<file path="src/rtl/udpb_pkg.sv">
`default_nettype none

package udpb_pkg;

    localparam int COUNT_W = 11;
    localparam int SUM_W   = 27;
    localparam int ACC_W   = 28;
    localparam int IDX_W   = 6;
    localparam int STEP_W  = 4;

    localparam int HDR_BYTES   = 42;
    localparam int QUEUE_DEPTH = 4;
    localparam int QPTR_W      = 2;

    localparam logic [7:0]  BCAST_BYTE     = 8'hFF;
    localparam logic [15:0] ETHERTYPE_IPV4 = 16'h0800;
    localparam logic [7:0]  IP_VER_IHL     = 8'h45;
    localparam logic [7:0]  IP_TTL         = 8'd64;
    localparam logic [7:0]  IP_PROTO_UDP   = 8'd17;
    localparam logic [15:0] IP_FIXED_SUM   = 16'h8511;
    localparam logic [15:0] UDP_HDR_LEN    = 16'd8;
    localparam logic [15:0] IP_UDP_HDR_LEN = 16'd28;
    localparam logic [15:0] CSUM_ALL_ONES  = 16'hFFFF;
    localparam logic [STEP_W-1:0] SUM_STEPS_LAST = 4'd8;

    localparam logic [2:0] CFG_SOURCE_MAC  = 3'd0;
    localparam logic [2:0] CFG_SOURCE_IP   = 3'd1;
    localparam logic [2:0] CFG_DEST_IP     = 3'd2;
    localparam logic [2:0] CFG_SOURCE_PORT = 3'd3;
    localparam logic [2:0] CFG_DEST_PORT   = 3'd4;

    localparam logic [47:0] RST_SOURCE_MAC  = 48'd0;
    localparam logic [31:0] RST_SOURCE_IP   = 32'd0;
    localparam logic [31:0] RST_DEST_IP     = 32'd3232235917;
    localparam logic [15:0] RST_SOURCE_PORT = 16'd55555;
    localparam logic [15:0] RST_DEST_PORT   = 16'd3000;

    typedef struct packed {
        logic               too_long;
        logic [COUNT_W-1:0] len;
        logic [SUM_W-1:0]   sum;
        logic [15:0]        ident;
    } t_desc;

    typedef struct packed {
        logic [47:0] source_mac;
        logic [31:0] source_ip;
        logic [31:0] dest_ip;
        logic [15:0] source_port;
        logic [15:0] dest_port;
    } t_cfg;

endpackage

`default_nettype wire

</file>
<file path="src/rtl/udpb_front.sv">
`default_nettype none

module udpb_front #(
    parameter int MAX_PAYLOAD_BYTES = 1024
) (
    input  wire logic           i_clk,
    input  wire logic           i_rst_n,
    input  wire logic           i_accept,
    input  wire logic [7:0]     i_payload_byte,
    input  wire logic           i_final_byte,
    input  wire logic [15:0]    i_ident,
    output udpb_pkg::t_desc     o_desc,
    output logic                o_push
);

    localparam logic [udpb_pkg::COUNT_W-1:0] MaxLen =
        udpb_pkg::COUNT_W'(MAX_PAYLOAD_BYTES);
    localparam logic [udpb_pkg::COUNT_W-1:0] OverLen =
        udpb_pkg::COUNT_W'(MAX_PAYLOAD_BYTES + 1);

    logic [udpb_pkg::SUM_W-1:0]   r_sum, n_sum;
    logic [udpb_pkg::COUNT_W-1:0] r_cnt, n_cnt;
    logic [7:0]                   r_held, n_held;

    always_comb begin
        n_sum  = r_sum;
        n_cnt  = r_cnt;
        n_held = r_held;
        if (r_cnt < MaxLen) begin
            if (!r_cnt[0]) begin
                n_held = i_payload_byte;
                if (i_final_byte) begin
                    n_sum = r_sum + udpb_pkg::SUM_W'({i_payload_byte, 8'h00});
                end
            end else begin
                n_sum = r_sum + udpb_pkg::SUM_W'({r_held, i_payload_byte});
            end
            n_cnt = r_cnt + 1'b1;
        end else begin
            n_cnt = OverLen;
        end
    end

    always_comb begin
        o_desc.too_long = (n_cnt > MaxLen);
        o_desc.len      = n_cnt;
        o_desc.sum      = n_sum;
        o_desc.ident    = i_ident;
        o_push          = i_accept && i_final_byte;
    end

    always_ff @(posedge i_clk) begin
        if (!i_rst_n) begin
            r_sum  <= '0;
            r_cnt  <= '0;
            r_held <= '0;
        end else if (i_accept) begin
            if (i_final_byte) begin
                r_sum  <= '0;
                r_cnt  <= '0;
                r_held <= '0;
            end else begin
                r_sum  <= n_sum;
                r_cnt  <= n_cnt;
                r_held <= n_held;
            end
        end
    end

endmodule

`default_nettype wire

</file>
<file path="src/rtl/udpb_queue.sv">
`default_nettype none

module udpb_queue (
    input  wire logic           i_clk,
    input  wire logic           i_rst_n,
    input  wire logic           i_push,
    input  udpb_pkg::t_desc     i_desc,
    output logic                o_full,
    output logic                o_empty,
    input  wire logic           i_pop,
    output udpb_pkg::t_desc     o_desc
);

    udpb_pkg::t_desc r_mem [udpb_pkg::QUEUE_DEPTH];

    logic [udpb_pkg::QPTR_W-1:0] r_wr_ptr;
    logic [udpb_pkg::QPTR_W-1:0] r_rd_ptr;
    logic [udpb_pkg::QPTR_W:0]   r_count;

    assign o_full  = (r_count == (udpb_pkg::QPTR_W + 1)'(udpb_pkg::QUEUE_DEPTH));
    assign o_empty = (r_count == '0);
    assign o_desc  = r_mem[r_rd_ptr];

    always_ff @(posedge i_clk) begin
        if (i_push) begin
            r_mem[r_wr_ptr] <= i_desc;
        end
    end

    always_ff @(posedge i_clk) begin
        if (!i_rst_n) begin
            r_wr_ptr <= '0;
            r_rd_ptr <= '0;
            r_count  <= '0;
        end else begin
            if (i_push) begin
                r_wr_ptr <= r_wr_ptr + 1'b1;
            end
            if (i_pop) begin
                r_rd_ptr <= r_rd_ptr + 1'b1;
            end
            case ({i_push, i_pop})
                2'b10:   r_count <= r_count + 1'b1;
                2'b01:   r_count <= r_count - 1'b1;
                default: r_count <= r_count;
            endcase
        end
    end

endmodule

`default_nettype wire

</file>
<file path="src/rtl/udpb_back.sv">
`default_nettype none

module udpb_back (
    input  wire logic           i_clk,
    input  wire logic           i_rst_n,
    input  udpb_pkg::t_cfg      i_cfg,
    input  wire logic           i_q_empty,
    input  udpb_pkg::t_desc     i_q_desc,
    output logic                o_q_pop,
    output logic                o_out_valid,
    input  wire logic           i_out_ready,
    output logic [7:0]          o_header_byte,
    output logic                o_run_end,
    output logic                o_too_long
);

    typedef enum logic [5:0] {
        ST_IDLE  = 6'b000001,
        ST_SUM   = 6'b000010,
        ST_FOLD1 = 6'b000100,
        ST_FOLD2 = 6'b001000,
        ST_SEND  = 6'b010000,
        ST_ERR   = 6'b100000
    } t_state;

    t_state r_state;

    logic [udpb_pkg::COUNT_W-1:0] r_len;
    logic [15:0]                  r_ident;
    logic [udpb_pkg::ACC_W-1:0]   r_udp_acc;
    logic [udpb_pkg::ACC_W-1:0]   r_ip_acc;
    logic [udpb_pkg::STEP_W-1:0]  r_step;
    logic [udpb_pkg::IDX_W-1:0]   r_idx;

    logic       r_out_valid;
    logic [7:0] r_header_byte;
    logic       r_run_end;
    logic       r_too_long;

    logic        out_free;
    logic        out_load;
    logic [15:0] udp_len;
    logic [15:0] tot_len;
    logic [15:0] udp_term;
    logic [15:0] ip_term;
    logic [15:0] udp_ck;
    logic [15:0] ip_ck;
    logic [7:0]  hdr_byte;
    logic        last_byte;

    assign out_free = !r_out_valid || i_out_ready;
    assign out_load = ((r_state == ST_SEND) || (r_state == ST_ERR)) && out_free;
    assign udp_len  = 16'(r_len) + udpb_pkg::UDP_HDR_LEN;
    assign tot_len  = 16'(r_len) + udpb_pkg::IP_UDP_HDR_LEN;
    assign o_q_pop  = (r_state == ST_IDLE) && !i_q_empty;
    assign last_byte = (r_idx == udpb_pkg::IDX_W'(udpb_pkg::HDR_BYTES - 1));

    always_comb begin
        case (r_step)
            4'd0:    udp_term = i_cfg.source_ip[31:16];
            4'd1:    udp_term = i_cfg.source_ip[15:0];
            4'd2:    udp_term = i_cfg.dest_ip[31:16];
            4'd3:    udp_term = i_cfg.dest_ip[15:0];
            4'd4:    udp_term = 16'(udpb_pkg::IP_PROTO_UDP);
            4'd5:    udp_term = udp_len;
            4'd6:    udp_term = i_cfg.source_port;
            4'd7:    udp_term = i_cfg.dest_port;
            4'd8:    udp_term = udp_len;
            default: udp_term = '0;
        endcase
        case (r_step)
            4'd0:    ip_term = i_cfg.source_ip[31:16];
            4'd1:    ip_term = i_cfg.source_ip[15:0];
            4'd2:    ip_term = i_cfg.dest_ip[31:16];
            4'd3:    ip_term = i_cfg.dest_ip[15:0];
            4'd4:    ip_term = tot_len;
            4'd5:    ip_term = r_ident;
            default: ip_term = '0;
        endcase
    end

    always_comb begin
        udp_ck = ~r_udp_acc[15:0];
        if (udp_ck == '0) begin
            udp_ck = udpb_pkg::CSUM_ALL_ONES;
        end
        ip_ck = ~r_ip_acc[15:0];
    end

    always_comb begin
        case (r_idx) inside
            [6'd0:6'd5]: hdr_byte = udpb_pkg::BCAST_BYTE;
            6'd6:    hdr_byte = i_cfg.source_mac[47:40];
            6'd7:    hdr_byte = i_cfg.source_mac[39:32];
            6'd8:    hdr_byte = i_cfg.source_mac[31:24];
            6'd9:    hdr_byte = i_cfg.source_mac[23:16];
            6'd10:   hdr_byte = i_cfg.source_mac[15:8];
            6'd11:   hdr_byte = i_cfg.source_mac[7:0];
            6'd12:   hdr_byte = udpb_pkg::ETHERTYPE_IPV4[15:8];
            6'd13:   hdr_byte = udpb_pkg::ETHERTYPE_IPV4[7:0];
            6'd14:   hdr_byte = udpb_pkg::IP_VER_IHL;
            6'd16:   hdr_byte = tot_len[15:8];
            6'd17:   hdr_byte = tot_len[7:0];
            6'd18:   hdr_byte = r_ident[15:8];
            6'd19:   hdr_byte = r_ident[7:0];
            6'd22:   hdr_byte = udpb_pkg::IP_TTL;
            6'd23:   hdr_byte = udpb_pkg::IP_PROTO_UDP;
            6'd24:   hdr_byte = ip_ck[15:8];
            6'd25:   hdr_byte = ip_ck[7:0];
            6'd26:   hdr_byte = i_cfg.source_ip[31:24];
            6'd27:   hdr_byte = i_cfg.source_ip[23:16];
            6'd28:   hdr_byte = i_cfg.source_ip[15:8];
            6'd29:   hdr_byte = i_cfg.source_ip[7:0];
            6'd30:   hdr_byte = i_cfg.dest_ip[31:24];
            6'd31:   hdr_byte = i_cfg.dest_ip[23:16];
            6'd32:   hdr_byte = i_cfg.dest_ip[15:8];
            6'd33:   hdr_byte = i_cfg.dest_ip[7:0];
            6'd34:   hdr_byte = i_cfg.source_port[15:8];
            6'd35:   hdr_byte = i_cfg.source_port[7:0];
            6'd36:   hdr_byte = i_cfg.dest_port[15:8];
            6'd37:   hdr_byte = i_cfg.dest_port[7:0];
            6'd38:   hdr_byte = udp_len[15:8];
            6'd39:   hdr_byte = udp_len[7:0];
            6'd40:   hdr_byte = udp_ck[15:8];
            6'd41:   hdr_byte = udp_ck[7:0];
            default: hdr_byte = 8'h00;
        endcase
    end

    always_ff @(posedge i_clk) begin
        if (!i_rst_n) begin
            r_state     <= ST_IDLE;
            r_out_valid <= 1'b0;
            r_step      <= '0;
            r_idx       <= '0;
        end else begin
            if (out_load) begin
                r_out_valid <= 1'b1;
            end else if (i_out_ready) begin
                r_out_valid <= 1'b0;
            end
            unique case (r_state)
                ST_IDLE: begin
                    if (!i_q_empty) begin
                        r_step <= '0;
                        r_idx  <= '0;
                        if (i_q_desc.too_long) begin
                            r_state <= ST_ERR;
                        end else begin
                            r_state <= ST_SUM;
                        end
                    end
                end
                ST_SUM: begin
                    r_step <= r_step + 1'b1;
                    if (r_step == udpb_pkg::SUM_STEPS_LAST) begin
                        r_state <= ST_FOLD1;
                    end
                end
                ST_FOLD1: begin
                    r_state <= ST_FOLD2;
                end
                ST_FOLD2: begin
                    r_state <= ST_SEND;
                end
                ST_SEND: begin
                    if (out_free) begin
                        r_idx <= r_idx + 1'b1;
                        if (last_byte) begin
                            r_state <= ST_IDLE;
                        end
                    end
                end
                ST_ERR: begin
                    if (out_free) begin
                        r_state <= ST_IDLE;
                    end
                end
                default: begin
                    r_state <= ST_IDLE;
                end
            endcase
        end
    end

    always_ff @(posedge i_clk) begin
        unique case (r_state) inside
            ST_IDLE: begin
                r_len     <= i_q_desc.len;
                r_ident   <= i_q_desc.ident;
                r_udp_acc <= udpb_pkg::ACC_W'(i_q_desc.sum);
                r_ip_acc  <= udpb_pkg::ACC_W'(udpb_pkg::IP_FIXED_SUM);
            end
            ST_SUM: begin
                r_udp_acc <= r_udp_acc + udpb_pkg::ACC_W'(udp_term);
                r_ip_acc  <= r_ip_acc + udpb_pkg::ACC_W'(ip_term);
            end
            ST_FOLD1, ST_FOLD2: begin
                r_udp_acc <= udpb_pkg::ACC_W'(r_udp_acc[15:0])
                           + udpb_pkg::ACC_W'(r_udp_acc[udpb_pkg::ACC_W-1:16]);
                r_ip_acc  <= udpb_pkg::ACC_W'(r_ip_acc[15:0])
                           + udpb_pkg::ACC_W'(r_ip_acc[udpb_pkg::ACC_W-1:16]);
            end
            ST_SEND: begin
                if (out_free) begin
                    r_header_byte <= hdr_byte;
                    r_run_end     <= last_byte;
                    r_too_long    <= 1'b0;
                end
            end
            ST_ERR: begin
                if (out_free) begin
                    r_header_byte <= 8'h00;
                    r_run_end     <= 1'b1;
                    r_too_long    <= 1'b1;
                end
            end
            default: begin
                r_len <= r_len;
            end
        endcase
    end

    assign o_out_valid   = r_out_valid;
    assign o_header_byte = r_header_byte;
    assign o_run_end     = r_run_end;
    assign o_too_long    = r_too_long;

endmodule

`default_nettype wire

</file>
<file path="src/rtl/udp_ipv4_header_builder_unit.sv">
// UDP/IPv4 header builder.
// Payload bytes arrive on the input channel (i_in_valid / o_in_ready), one
// byte per transaction, with i_final_byte marking the last byte of a datagram
// and i_ident carrying the IPv4 identification on that last transaction.
// Bytes are accepted back to back, one per cycle, while the
// descriptor queue between the accumulator and the header sequencer has room.
// For each datagram the output channel (o_out_valid / i_out_ready) delivers
// 42 header bytes in wire order, the last one flagged by o_run_end, or one
// error transaction with o_too_long set when the payload exceeds
// MAX_PAYLOAD_BYTES. The sequencer sums checksum words in state SUM, folds
// them in FOLD1 and FOLD2, then sends the header at one byte per cycle while
// the receiver is ready; it takes the next datagram only once idle, which
// sets the datagram rate when payloads are short. Registers are written
// over the configuration channel (i_cfg_valid / o_cfg_ready, always ready);
// the user must write them only while the block is idle, which it does not
// enforce. Reset restores the register defaults and empties all state. When
// the receiver stalls, the held result stays stable and the four-entry queue
// absorbs further datagrams before o_in_ready drops.
`default_nettype none

module udp_ipv4_header_builder_unit #(
    parameter int MAX_PAYLOAD_BYTES = 1024
) (
    input  wire logic        i_clk,
    input  wire logic        i_rst_n,
    input  wire logic        i_in_valid,
    output logic             o_in_ready,
    input  wire logic [7:0]  i_payload_byte,
    input  wire logic        i_final_byte,
    input  wire logic [15:0] i_ident,
    output logic             o_out_valid,
    input  wire logic        i_out_ready,
    output logic [7:0]       o_header_byte,
    output logic             o_run_end,
    output logic             o_too_long,
    input  wire logic        i_cfg_valid,
    output logic             o_cfg_ready,
    input  wire logic [2:0]  i_cfg_index,
    input  wire logic [47:0] i_cfg_data
);

    udpb_pkg::t_cfg  r_cfg;
    udpb_pkg::t_desc push_desc;
    udpb_pkg::t_desc pop_desc;

    logic push;
    logic pop;
    logic q_full;
    logic q_empty;

    assign o_cfg_ready = 1'b1;
    assign o_in_ready  = !q_full;

    always_ff @(posedge i_clk) begin
        if (!i_rst_n) begin
            r_cfg.source_mac  <= udpb_pkg::RST_SOURCE_MAC;
            r_cfg.source_ip   <= udpb_pkg::RST_SOURCE_IP;
            r_cfg.dest_ip     <= udpb_pkg::RST_DEST_IP;
            r_cfg.source_port <= udpb_pkg::RST_SOURCE_PORT;
            r_cfg.dest_port   <= udpb_pkg::RST_DEST_PORT;
        end else if (i_cfg_valid) begin
            unique case (i_cfg_index)
                udpb_pkg::CFG_SOURCE_MAC:  r_cfg.source_mac  <= i_cfg_data;
                udpb_pkg::CFG_SOURCE_IP:   r_cfg.source_ip   <= i_cfg_data[31:0];
                udpb_pkg::CFG_DEST_IP:     r_cfg.dest_ip     <= i_cfg_data[31:0];
                udpb_pkg::CFG_SOURCE_PORT: r_cfg.source_port <= i_cfg_data[15:0];
                udpb_pkg::CFG_DEST_PORT:   r_cfg.dest_port   <= i_cfg_data[15:0];
                default: begin
                    r_cfg <= r_cfg;
                end
            endcase
        end
    end

    udpb_front #(
        .MAX_PAYLOAD_BYTES(MAX_PAYLOAD_BYTES)
    ) u_front (
        .i_clk          (i_clk),
        .i_rst_n        (i_rst_n),
        .i_accept       (i_in_valid && o_in_ready),
        .i_payload_byte (i_payload_byte),
        .i_final_byte   (i_final_byte),
        .i_ident        (i_ident),
        .o_desc         (push_desc),
        .o_push         (push)
    );

    udpb_queue u_queue (
        .i_clk   (i_clk),
        .i_rst_n (i_rst_n),
        .i_push  (push),
        .i_desc  (push_desc),
        .o_full  (q_full),
        .o_empty (q_empty),
        .i_pop   (pop),
        .o_desc  (pop_desc)
    );

    udpb_back u_back (
        .i_clk         (i_clk),
        .i_rst_n       (i_rst_n),
        .i_cfg         (r_cfg),
        .i_q_empty     (q_empty),
        .i_q_desc      (pop_desc),
        .o_q_pop       (pop),
        .o_out_valid   (o_out_valid),
        .i_out_ready   (i_out_ready),
        .o_header_byte (o_header_byte),
        .o_run_end     (o_run_end),
        .o_too_long    (o_too_long)
    );

endmodule

`default_nettype wire

</file>
<file path="config.mk">
export PLATFORM = sky130hd
export DESIGN_NAME = udp_ipv4_header_builder_unit
export DESIGN_NICKNAME = d
export VERILOG_FILES = /design/src/rtl/udpb_pkg.sv /design/src/rtl/udpb_front.sv /design/src/rtl/udpb_queue.sv /design/src/rtl/udpb_back.sv /design/src/rtl/udp_ipv4_header_builder_unit.sv
export SDC_FILE = /design/constraint.sdc
export NUM_CORES = 1
export LEC_CHECK = 0
export ABC_AREA = 1
export BUFFER_PORTS_ARGS = -buffer_cell sky130_fd_sc_hd__buf_2
export CAP_MARGIN = 20
export CORE_AREA = 2 2 284 286
export DETAILED_ROUTE_END_ITERATION = 7
export DIE_AREA = 0 0 286 288
export SYNTH_ARGS = -nofsm -noshare
export SYNTH_HDL_FRONTEND = slang
export SYNTH_SLANG_ARGS = --single-unit
</file>
<file path="constraint.sdc">
create_clock -name i_clk -period 7.4 [get_ports i_clk]
set_input_delay 0.37 -clock i_clk [delete_from_list [all_inputs] [get_ports i_clk]]
set_output_delay 0.37 -clock i_clk [all_outputs]
set_load 0.01 [all_outputs]
</file>
=== After elaboration in Yosys (flattened, before gate mapping) ===
Memories as Yosys holds them, arrays and structs flattened. A register that Yosys moved wholly into a read port is not among the register bits.
Cells that the tools add are included.

* Add/sub/neg operators: 15
* Magnitude comparators: 4
* Eq/ne operators: 60
* Div/mod/pow operators: 0
* Bitwise logic cells: 2
* $mul: 0
* Reductions and logical operators: 33
* Shifts and indexed selects: 0
* Mux-type cells: 75

{| class="wikitable"
|+ Operators by type and width
! cell !! count
|-
| 8-bit two-way mux || 39
|-
| 28-bit one-hot mux with 3 select lines || 2
|-
| 16-bit one-hot mux with 8 select lines || 1
|-
| 27-bit two-way mux || 4
|-
| 16-bit one-hot mux with 6 select lines || 1
|-
| 6-bit by 5-bit == test with 1-bit output, second input constant || 15
|-
| 6-bit == test, second input constant || 11
|-
| 28-bit by 16-bit adder with 28-bit output || 2
|-
| 27-bit by 16-bit adder with 27-bit output || 2
|-
| 6-bit by 4-bit == test with 1-bit output, second input constant || 8
|-
| 6-bit two-way mux || 8
|-
| 6-bit one-hot mux with 6 select lines || 1
|-
| 16-bit by 12-bit adder with 17-bit output || 2
|-
| 16-bit NOT || 2
|-
| 11-bit two-way mux || 2
|-
| 6-bit by 3-bit == test with 1-bit output, second input constant || 3
|-
| 4-bit by 3-bit == test with 1-bit output, second input constant || 4
|-
| 16-bit zero test || 1
|-
| 16-bit two-way mux || 1
|-
| 8-bit one-hot mux with 2 select lines || 1
|-
| 11-bit by 4-bit adder with 12-bit output, second input constant || 1
|-
| 11-bit by 5-bit adder with 12-bit output, second input constant || 1
|-
| 6-bit one-hot mux with 2 select lines || 1
|-
| 2-bit AND reduction || 6
|-
| other kinds (38) || 70
|}

* Latch bits: 0
* Memory bits (read-only): 0
* Bits in writable memories: 220
* Memories kept: 1
* Register bits after elaboration: 307

{| class="wikitable"
|+ Memory list
! name !! words !! width !! rd ports !! clocked after memory_dff !! write ports !! line !! text
|-
| u_queue.r_mem || 4 || 55 || 1 || 1 || 1 || udpb_queue.sv:14 || <nowiki>udpb_pkg::t_desc r_mem [udpb_pkg::QUEUE_DEPTH];</nowiki>
|}

=== Logic depth before layout (Yosys ltp) ===
* Word-level depth: 39
* Gate-level depth with buffers: 37
* Mapped depth without buffers: 36

=== Cells and area by module ===
A second synthesis with hierarchy kept.

* Cells, all modules: 3765
* Area, all modules: 29432.0 um2

{| class="wikitable"
|+ Modules (own cells, without submodules)
! module !! sequential area each (um2) !! area an instance (um2) !! instances !! cells each
|-
| udpb_back || 3133.0 || 10862.9 || 1 || 1664
|-
| udpb_queue || 6786.5 || 8595.7 || 1 || 589
|-
| udp_ipv4_header_builder_unit || 2882.8 || 5679.2 || 1 || 825
|-
| udpb_front || 920.9 || 4294.1 || 1 || 687
|}

=== Worst setup path before layout ===
OpenSTA, ideal clock, no wires.

* Kind: register to register
* From: reg u_back.r_state[2]
* To: reg u_back.r_ip_acc[0] (netlist bit) (enable)
* Arrival: 5.166 ns
* Stages on the path, launching flop included: 6
* Slack: 1.818 ns
* Path through: dfxtp_1 -> nor2_1 -> inv_1 -> nor4_1 -> inv_1 -> nand2_1

* Word-level cells in the longest chain between the ends: 3
* Elaborated cells between the ends (all ways): 6
* Those cells by class: eq/ne: 4; reduce/logical: 2

{| class="wikitable"
|+ Ends and longest elaborated chain
! element !! line !! text
|-
| start, declared || udpb_back.sv:26 || <nowiki>t_state r_state;</nowiki>
|-
| start signal, assigned || udpb_back.sv:132 || <nowiki>r_state <= ST_IDLE;</nowiki>
|-
| start signal, assigned || udpb_back.sv:148 || <nowiki>r_state <= ST_ERR;</nowiki>
|-
| start signal, assigned || udpb_back.sv:150 || <nowiki>r_state <= ST_SUM;</nowiki>
|-
| 6-bit by 4-bit == test with 1-bit output (no line) or 6-bit by 3-bit == test with 1-bit output (tied branches) || n/a ||
|-
| 2-bit OR reduction || udpb_back.sv:187 || <nowiki>unique case (r_state) inside</nowiki>
|-
| 3-bit nonzero test (no line) * || n/a ||
|-
| end signal, assigned || udpb_back.sv:192 || <nowiki>r_ip_acc <= udpb_pkg::ACC_W'(udpb_pkg::IP_FIXED_SUM);</nowiki>
|-
| end signal, assigned || udpb_back.sv:196 || <nowiki>r_ip_acc <= r_ip_acc + udpb_pkg::ACC_W'(ip_term);</nowiki>
|-
| end signal, assigned || udpb_back.sv:201 || <nowiki>r_ip_acc <= udpb_pkg::ACC_W'(r_ip_acc[15:0])</nowiki>
|-
| end, declared || udpb_back.sv:31 || <nowiki>logic [udpb_pkg::ACC_W-1:0] r_ip_acc;</nowiki>
|}

Mark *: on every way between the ends. The rest lies on a longest branch, timed or not.
A chain may end at the register's enable or synchronous reset.

=== Final worst setup path ===
* From: reg u_back.r_step[1] (netlist bit)
* To: reg u_back.r_udp_acc[26] (netlist bit) (data pin)

* Word-level cells in the longest chain between the ends: 5
* Elaborated cells between the ends (all ways): 13
* Those cells by class: add/sub: 1; eq/ne: 8; mux: 2; reduce/logical: 2

{| class="wikitable"
|+ Ends and longest elaborated chain
! element !! line !! text
|-
| start, declared || udpb_back.sv:32 || <nowiki>logic [udpb_pkg::STEP_W-1:0] r_step;</nowiki>
|-
| start signal, assigned || udpb_back.sv:155 || <nowiki>r_step <= r_step + 1'b1;</nowiki>
|-
| 4-bit by 3-bit == test with 1-bit output or 4-bit == test (tied branches) || udpb_back.sv:59 || <nowiki>case (r_step)</nowiki>
|-
| 2-bit OR reduction (no line) || n/a ||
|-
| 16-bit one-hot mux with 8 select lines * || udpb_back.sv:59 ||
|-
| 28-bit by 16-bit adder with 28-bit output * || udpb_back.sv:195 || <nowiki>r_udp_acc <= r_udp_acc + udpb_pkg::ACC_W'(udp_term);</nowiki>
|-
| 28-bit one-hot mux with 3 select lines * || udpb_back.sv:187 ||
|-
| end signal, assigned || udpb_back.sv:191 || <nowiki>r_udp_acc <= udpb_pkg::ACC_W'(i_q_desc.sum);</nowiki>
|-
| end signal, assigned || udpb_back.sv:195 ||
|-
| end signal, assigned || udpb_back.sv:199 || <nowiki>r_udp_acc <= udpb_pkg::ACC_W'(r_udp_acc[15:0])</nowiki>
|-
| end, declared || udpb_back.sv:30 || <nowiki>logic [udpb_pkg::ACC_W-1:0] r_udp_acc;</nowiki>
|}

Marks and branches as above.

==> metrics.md <==
| Metric | Value |
|---|---|
| Buf/Inv on CP | `10` |
| Crit path time final | `5.243 ns` |
| Worst Hold End | `r_cfg[92]` |
| WHS Path Cells | `3` |
| Asr flop ratio synth | `0%` |
| Die W | `286 um` |
| Post-DP HPWL | `60530 um` |
| DIE AREA | `82370 um2` |
| Final hold slack | `0.02931 ns` |
| Worst setup EP type | `flop` |
| CP Class | `reg2reg` |
| RePlAce Congestion | `0.9549` |
| Io pins | `94` |
| RSZ-0062 raised after global routing | `no` |
| Top cells by area, synth | `edfxtp_1, dfxtp_1, nand2_1` |
| Total CTS buffers | `56` |
| Share of cells above drive strength 1 | `8.949%` |
| Core area | `79640 um2` |
| Library cells used by synthesis | `58` |
| DR pass1 iterations | `6` |
| P per Cell Area | `294.1 nW/um2` |
| Max-cap violations | `0` |
| Setup bufs post-CTS | `0` |
| Setup total negative slack | `0 ns` |
| Clk slew on worst S/H paths | `0.06 ns` |
| Sink Count | `529` |
| Reg2reg end | `u_back.r_udp_acc[26]` |
| Critical R2R Launch | `u_back.r_step[1]` |
| Post-Place Cells | `4381` |
| Final hold violation count | `0` |
| Wirelength, routed | `84500 um` |
| Yosys reg bits | `529` |
| Worst Hold Class | `in2reg` |
| Synth warnings | `0` |
| Most frequent cells after synthesis | `nand2_1, nor2_1, o21ai_0` |
| Worst-path fanout max | `10` |
| Grt met3 use | `2.995%` |
| PostCTS Resize Cnt | `0` |
| Syn nets | `3514` |
| Measured slew at the worst slew-check pin | `0.9719 ns` |
| Via density | `5.207` |
| Final Core Density | `39.16%` |
| Wire per inst | `18.72 um` |
| Clk_skew | `0.05287 ns` |
| Mapped cell area | `27470 um2` |
| CP delay by family, top | `compound AO/OA/AOI/OAI gates` |
| H-tree depth | `2` |
| Fmax | `0.1907 GHz` |
| Nets | `3593` |
| GRT Util Overall | `20.17%` |
| Reg2Reg Depth | `31` |
| Post-Syn Instances | `3327` |
| # hold bufs at CTS | `25` |
| Antenna-violating nets left | `0` |
| Area leader, netlist | `edfxtp_1` |
| Gr ovfl total | `0` |
| Clk_lat worst skew | `0.64 ns` |
| Chip height | `288 um` |
| Antenna Cells | `0` |
| Sequential area share after synthesis | `49.97%` |
| Status | `completed` |
| 1st-iter DRT viols | `2478` |
| Share of the synthesized area in the top cell type | `34.22%` |
| Req. time, crit path | `7.80 ns` |
| Clock tree from TritonCTS | `done` |
| Maximum clock insertion buffer count | `3` |
| R2R setup slack | `2.16 ns` |
| Final Max Slew Viols | `0` |
| Rel. slew slack | `34.71%` |
| Global-route wire length before repair | `129700 um` |
| Hold Path Origin | `i_cfg_data[28]` |
| Most frequent CP cell | `inv_2` |
| CP peak stage delay | `0.67 ns` |
| Leak pwr | `12.11 nW` |
| Port Buffers | `92` |
| Post-Layout Cell Count | `4513` |
| CP max stage cell | `a311oi_1` |
| Root Buffer | `clkbuf_16` |
| Top-count cell post-synth | `nand2_1` |
| Overall power | `9.172 mW` |
| Main synth FF type | `edfxtp_1` |
| Period utilisation layout | `70.85%` |
| Grt met1 use | `28.07%` |
| VDD IR max | `0.1974 mV` |
| Largest net degree at the start of global routing | `98` |
| Synth-to-Final Area Change | `13.55%` |
| Vias in the first global route | `21390` |
| Row count | `104` |
| Drt drc | `0` |
| Overall via count from detail_route | `23500` |
| Worst Path Arrival | `5.64 ns` |
| Worst setup SP type | `flop` |
| M2 GR Usage | `32.06%` |
| Initial antenna violation count | `2` |
| Starting Density | `34.49%` |
| Mean area per synthesized cell | `8.255 um2` |
| Top Usage Layer GRT | `met2` |
| Endpoints failing setup | `0` |
| Number of synthesized flops with an enable pin | `313` |
[worst reg2reg max path, delay by kind of cell, from the launching register on]
kind / cells / cell delay [ns]
AO/OA/AOI/OAI: 11 / 2.38
AND/OR/NAND/NOR: 8 / 0.94
adder cells (fa/ha/maj): 2 / 0.73
buffers and inverters: 10 / 0.58
flip-flops: 1 / 0.40
[registers in the layout, summed over array words and instances, names as in the netlist, 2 cells and up, named ones only]
| signal | cells |
|---|---|
| u_front.r_held | 8 |
| u_back.r_idx | 6 |
| u_back.r_state | 6 |
| u_back.r_udp_acc | 28 |
| u_back.r_len | 11 |
| u_queue.r_mem | 220 |
| r_cfg | 144 |
| u_front.r_cnt | 11 |
| u_queue.r_wr_ptr | 2 |
| u_queue.r_count | 3 |
| u_front.r_sum | 27 |
| u_back.o_header_byte | 8 |
| u_back.r_ip_acc | 28 |
| u_back.r_step | 4 |
| u_back.r_ident | 16 |
| u_queue.r_rd_ptr | 2 |
[stage by stage]
stage,setup slack [ns],cell area [um2]
finish,2.157,31190
global route,1.558,31190
CTS,2.244,31150
detailed placement,2.260,29080
global placement,2.336,29080
floorplan,1.818,27470
[metal layers]
| layer | vias up | wire length (um) |
|---|---|---|
| li1 | 11540 | - |
| met1 | 11050 | 37910 |
| met2 | 758 | 38030 |
| met3 | 149 | 5807 |
| met4 | 2 | 2741 |
| met5 | - | 11 |
[power breakdown]
group / total, mW / internal, mW / leakage (nW) / switching (mW)
logic: 2.39 / 0.744 / 6.59 / 1.65
clock network: 2.78 / 1.55 / 0.875 / 1.23
registers: 4.00 / 3.62 / 4.65 / 0.375
total: 9.17 / 5.92 / 12.1 / 3.25
[worst max-delay path by stage]
stage	from	to	slack, ns	depth (start not counted)
floorplan	u_back.r_state[2]	u_back.r_ip_acc[0]	1.82	5
global placement	u_back.r_step[1]	u_back.r_ip_acc[22]	2.34	33
global route	u_back.r_step[1]	u_back.r_ip_acc[22]	1.56	33
finish	u_back.r_step[1]	u_back.r_udp_acc[26]	2.16	31
CTS	u_back.r_step[0]	u_back.r_udp_acc[23]	2.24	32
detailed placement	u_back.r_step[0]	u_back.r_udp_acc[23]	2.26	32
[cells in the final DEF, fill, tap and decap left out, types with 32 or more instances in the layout]
| cell type | n |
|---|---|
| nor2_1 | 451 |
| edfxtp_1 | 313 |
| ha_1 | 99 |
| o21ai_0 | 345 |
| nand2_1 | 631 |
| inv_2 | 32 |
| o22ai_1 | 59 |
| dfxtp_1 | 214 |
| o211ai_1 | 35 |
| nand3_1 | 133 |
| a21oi_1 | 288 |
| buf_2 | 91 |
| inv_1 | 292 |
| clkbuf_16 | 56 |
| nor3_1 | 42 |
| buf_4 | 39 |
[cell families after synthesis]
| group | Yosys count | share of synthesized area [%] |
|---|---|---|
| fa+ha+maj | 106 | 5.020 |
| xor+xnor | 34 | 1.084 |
| flops | 529 | 49.97 |
| simple gates | 1325 | 19.79 |
| compound gates | 863 | 17.66 |
| buf+inv | 469 | 6.474 |
| other cells | 1 | 0.01365 |
[layout make-up]
cell class                      instances  area [um2]
Multi-Input combinational cell       2329       12020
Timing Repair Buffer                  156        1026
Clock buffer                           71        1498
Inverter                              334        1256
Clock inverter                         34       327.8
Sequential cell                       529       13730
Fill cell                            8035       48450
Tap cell                             1060        1326
Power figures use the tool's default switching activity.
